**config.mk**
```make
export PLATFORM = sky130hd
export DESIGN_NAME = rrw_seen_mem
export DESIGN_NICKNAME = d
export VERILOG_FILES = /design/src/hdl/rrw_pkg.sv /design/src/hdl/rrw_seen_mem.sv
export SDC_FILE = /design/constraint.sdc
export NUM_CORES = 1
export LEC_CHECK = 0
export BUFFER_PORTS_ARGS = -buffer_cell sky130_fd_sc_hd__clkbuf_2
export CAP_MARGIN = 10
export CELL_PAD_IN_SITES_DETAIL_PLACEMENT = 2
export CELL_PAD_IN_SITES_GLOBAL_PLACEMENT = 2
export CORE_UTILIZATION = 50
export DETAILED_ROUTE_END_ITERATION = 7
export GPL_ROUTABILITY_DRIVEN = 0
export GPL_TIMING_DRIVEN = 1
export PLACE_DENSITY = 0.95
export SETUP_SLACK_MARGIN = 0.5
export SKIP_CTS_REPAIR_TIMING = 1
export SYNTH_ARGS = -nofsm -noshare
export SYNTH_HDL_FRONTEND = slang
export SYNTH_SLANG_ARGS = --single-unit
```
**constraint.sdc**
```tcl
create_clock -name clk -period 5.35 [get_ports clk]
set_input_delay 0.2675 -clock clk [delete_from_list [all_inputs] [get_ports clk]]
set_output_delay 0.2675 -clock clk [all_outputs]
set_load 0.01 [all_outputs]
```
**src/hdl/rrw_pkg.sv**
```systemverilog
// Rotor-router walk engine: shared widths, depths, codes and memory request types.
// Used by the interfaces, the memories and the top level; depends on nothing.
package rrw_pkg;

  // Field widths
  localparam int NODE_W  = 8;
  localparam int SLOT_W  = 4;
  localparam int EDGE_W  = 9;
  localparam int DEG_W   = 5;
  localparam int MODE_W  = 2;
  localparam int STEP_W  = 31;
  localparam int NCNT_W  = 9;
  localparam int ECNT_W  = 10;
  localparam int STAT_W  = 3;
  localparam int CIDX_W  = 2;
  localparam int CDAT_W  = 10;

  // Table geometry
  localparam int MAX_NODES  = 256;
  localparam int MAX_DEGREE = 16;
  localparam int MAX_EDGES  = 512;
  localparam int SLOT_AW    = NODE_W + SLOT_W;
  localparam int SLOT_DEPTH = MAX_NODES * MAX_DEGREE;
  localparam int CLR_W      = EDGE_W;

  localparam logic [STEP_W-1:0] STEP_LIMIT = {STEP_W{1'b1}};

  typedef enum logic [MODE_W-1:0] {
    MODE_LOAD_SLOT  = 2'd0,
    MODE_SET_DEGREE = 2'd1,
    MODE_START      = 2'd2,
    MODE_STEP       = 2'd3
  } mode_t;

  typedef enum logic [STAT_W-1:0] {
    STAT_MOVING   = 3'd0,
    STAT_COMPLETE = 3'd1,
    STAT_SINK     = 3'd2,
    STAT_LIMIT    = 3'd3,
    STAT_LOAD_ACK = 3'd4
  } status_t;

  typedef enum logic [1:0] {
    STOP_NONE     = 2'd0,
    STOP_COMPLETE = 2'd1,
    STOP_SINK     = 2'd2,
    STOP_LIMIT    = 2'd3
  } stop_t;

  typedef enum logic [CIDX_W-1:0] {
    CFG_SOURCE   = 2'd0,
    CFG_TGT_NODE = 2'd1,
    CFG_TGT_EDGE = 2'd2
  } cfg_idx_t;

  typedef enum logic [2:0] {
    FSM_CLEAR,
    FSM_IDLE,
    FSM_VERT,
    FSM_SLOT,
    FSM_SEEN,
    FSM_EMIT
  } fsm_t;

  // Adjacency slot entry and vertex entry
  typedef struct packed {
    logic [NODE_W-1:0] neighbor;
    logic [EDGE_W-1:0] edge_id;
  } slot_ent_t;

  typedef struct packed {
    logic [DEG_W-1:0]  deg;
    logic [SLOT_W-1:0] rot;
  } vert_ent_t;

  typedef struct packed {
    logic             we;
    logic             re;
    logic [SLOT_AW-1:0] addr;
    slot_ent_t        wdata;
  } slot_req_t;

  typedef struct packed {
    logic              we;
    logic              re;
    logic [NODE_W-1:0] addr;
    vert_ent_t         wdata;
  } vert_req_t;

  typedef struct packed {
    logic              we;
    logic              re;
    logic [NODE_W-1:0] addr;
    logic              wbit;
  } node_req_t;

  typedef struct packed {
    logic              we;
    logic              re;
    logic [EDGE_W-1:0] addr;
    logic              wbit;
  } edge_req_t;

endpackage

```
**src/hdl/rrw_seen_mem.sv**
```systemverilog
// Seen-node and seen-edge bit maps of the walk, cleared by a sweep from the controller.
// Single-port synchronous memories with registered read; types from rrw_pkg.
module rrw_seen_mem import rrw_pkg::*; (
  input  logic      clk,
  input  node_req_t node_req,
  output logic      node_rd,
  input  edge_req_t edge_req,
  output logic      edge_rd
);

  logic node_map [MAX_NODES];
  logic edge_map [MAX_EDGES];
  logic node_rd_r;
  logic edge_rd_r;

  // Node map port
  always_ff @(posedge clk) begin
    if (node_req.we) begin
      node_map[node_req.addr] <= node_req.wbit;
    end
    if (node_req.re) begin
      node_rd_r <= node_map[node_req.addr];
    end
  end

  // Edge map port
  always_ff @(posedge clk) begin
    if (edge_req.we) begin
      edge_map[edge_req.addr] <= edge_req.wbit;
    end
    if (edge_req.re) begin
      edge_rd_r <= edge_map[edge_req.addr];
    end
  end

  assign node_rd = node_rd_r;
  assign edge_rd = edge_rd_r;

endmodule

```
==> impl_metrics.csv <==
group,metric,value,unit
setup_path,startpoint_type,"input port",
status,status,"finished, violations left",
timing,setup_viol,0,
finish,seq_area,23100,um2
power_and_ir_drop,p_leak,10.9,nW
detailed_routing,drc,1,
logic_synthesis,ys.flop_type,"edfxtp_1",
cts,cts_sinks,770,
setup_path,worstPathArrival,4090,ps
logic_synthesis,synth_edf_count,770,
global_routing,track_usage,38.5,%
logic_synthesis,ys_async_sr_fraction,0,%
logic_synthesis,yosys.cell_types.count,49,
logic_synthesis,syn_inst,2297,
timing,fin_crit,3760,ps
floorplan,num_io_pins,26,
power_and_ir_drop,ir_drop,0.000374,V
timing,tightest_slew,1540,ps
global_routing,antenna_found_initial,0,
floorplan,rows,94,
place,dp_hpwl,67.7,mm
cts,clkTransAtPathRegs,60,ps
finish,final_nets,2258,
floorplan,core-area,66000,um2
cts,ctsLongestPathBuffers,3,
finish,syn2layout_area_growth,9.60,%
cts,cts_max_level,3,
global_routing,grt_remaining_overflow,0,
cts,clock_latency,660,ps
timing,skew,42.8,ps
worst_hold_path,hold_class,"in -> reg",
detailed_routing,drtIter0Drc,3168,
timing,fmax,266,MHz
setup_path,crit_type,"in -> reg",
floorplan,dieArea,68000,um2
timing,rsz0062_at_grt,"no",
place,port-buffer-count,25,
floorplan,fp.dieH,261,um
floorplan,die-width,261,um
cts,cts_root_buf,"clkbuf_16",
detailed_routing,vias,22000,
detailed_routing,drt-vias-per-instance,6.96,
detailed_routing,wl_per_cell,40.7,um
power_and_ir_drop,p_total,13.2,mW
finish,fillCellCount,5739,
setup_path,path_max_fanout,42,
timing,setup_tns,0,ps
logic_synthesis,yosys_warnings,0,
global_routing,grt_pass1_vias,23200,
finish,antenna_cells,0,
finish,drive_gt1_share,16.4,%
logic_synthesis,ys_seq_area_share,69.1,%
timing,post-route-period-util,70.2,%
cts,cts_tree,"yes",
logic_synthesis,synth_fp_nets,2321,
logic_synthesis,synth_seq_cells,770,
global_routing,grt_pass1_wl,181,mm
detailed_routing,antenna_left,0,
timing,relSlewSlack,-2.74,%
setup_path,critPathRequiredTime,5680,ps
status,violations,"design-rule violations, max-slew violations",
power_and_ir_drop,p_per_area,360,nW/um2
floorplan,start_util,50.7,%
flow_run,drv_cap,0,
finish,multi_input_area,9490,um2
timing,slew_violations,144,
logic_synthesis,synth_area_per_cell,14.6,um2
detailed_routing,routed_wl,129,mm
detailed_routing,first_pass_iters,8,
setup_path,end_kind,"register",
cts,numCtsBuffers,81,
timing,finalHoldViolCount,0,
logic_synthesis,syn_area,33500,um2
global_routing,grt_start_max_net_pins,233,
registers in the layout, summed over array words and instances, names as in the netlist:
register,cells
edge_map,512
node_map,256
edge_rd,1
node_rd,1
power breakdown:
part	leakage, nW	switching, mW	internal (mW)
clock	1.24	2.68	3.16
combinational	2.72	0.496	0.214
sequential	6.92	0.00628	6.65
total	10.9	3.19	10.0
kinds of logic (layout without fill, tap and decap cells):
family,after synthesis,after routing,share of synthesized area (%)
flops,770,770,69.1
mux,252,252,14.6
buf+inv,204,200,2.69
simple gates,985,985,11.8
compound gates,86,86,1.80
layout by cell type, fill, tap and decap left out, drive strengths merged, types with 3 or more instances in the layout:
cell     synthesis  routed
o22ai           19      19
o21ai            8       8
nor3             5       5
nand2b           4       4
nand2           87      87
mux2            12      12
nand3           29      29
a22oi            5       5
nor2           787     787
nor3b            4       4
and2             6       6
nor4            14      14
bufinv           0       7
clkbuf         144     114
a211oi          17      17
mux2i           52      52
edfxtp         770     770
a2111oi          4       4
a21oi            9       9
nand4            3       3
clkinv           0      36
inv              6       8
mux4           188     188
and3b            3       3
nor2b           29      29
a31oi            6       6
buf             54      32
and3             8       8
synthesized netlist by cell type (all sizes together), types with 2 or more instances:
master	instances	area, um2
a21oi	9	45.0
a22oi	5	37.5
nand2b	4	25.0
a211oi	17	128
o32ai	2	17.5
or2	2	12.5
nor3	5	25.0
a311oi	2	17.5
a32o	2	20.0
inv	6	22.5
clkbuf	144	541
o21ai	8	40.0
nor2	787	2950
mux4	188	4230
a2111oi	4	36.3
o22ai	19	119
and3b	3	26.3
nor3b	4	30.0
nand3	29	145
o2111ai	2	17.5
a31oi	6	37.5
nand2	87	327
buf	54	338
nor2b	29	181
and3	8	50.1
a22o	2	17.5
edfxtp	770	23100
mux2	12	135
nand4	3	18.8
nor4	14	87.6
o41ai	2	17.5
mux2i	52	521
and2	6	37.5
final timing paths:
| check | startpoint | end | slack (ps) | depth (start not counted) |
|---|---|---|---|---|
| worst min-delay path | edge_req[0] | edge_map[298] | 210 | 1 |
| worst max-delay path | edge_req[3] | edge_rd | 1590 | 9 |
| worst min register to register | edge_map[432] | edge_rd | 1210 | 5 |
| worst max register to register | edge_map[405] | edge_rd | 1670 | 6 |
layout make-up:
class                      count  area share [%]
sequential                   770            63.0
clock buffer                  96            5.74
tap                          864            2.95
multi-input combinational   1323            25.9
inverter                       6          0.0614
clock inverter                46            1.20
timing repair buffer          52            1.14
per-stage QoR:
step | cell area, um2 | hold WS, ps | worst slack, ps | util [%] | instances
after detailed placement | 34100 | 506 | 1480 | 51.7 | 3013
final | 36700 | 209 | 1590 | 55.6 | 3157
after global placement | 34100 | 502 | 1600 | 51.7 | 3013
after global routing | 36700 | 272 | 1580 | 55.6 | 3157
after floorplan | 33500 | 366 | 2760 | - | 2297
after CTS | 36700 | -180 | 1650 | 55.6 | 3155
layer usage:
metal	vias up	wire length (um)	GRT usage, %
li1	8318	-	-
met1	11600	44700	46.9
met2	1623	66100	66.2
met3	443	10300	6.12
met4	0	7620	20.1
met5	-	0	0
critical path, stage by stage:
cell and delay [ps]:
buf_4 570, buf_4 510, nor2b_1 450, a22o_1 230
nor4_1 60, nor4_1 720, nand4_1 370, nor4_1 590
o2111ai_1 280
Note: power is estimated with default switching activity, not from simulation.
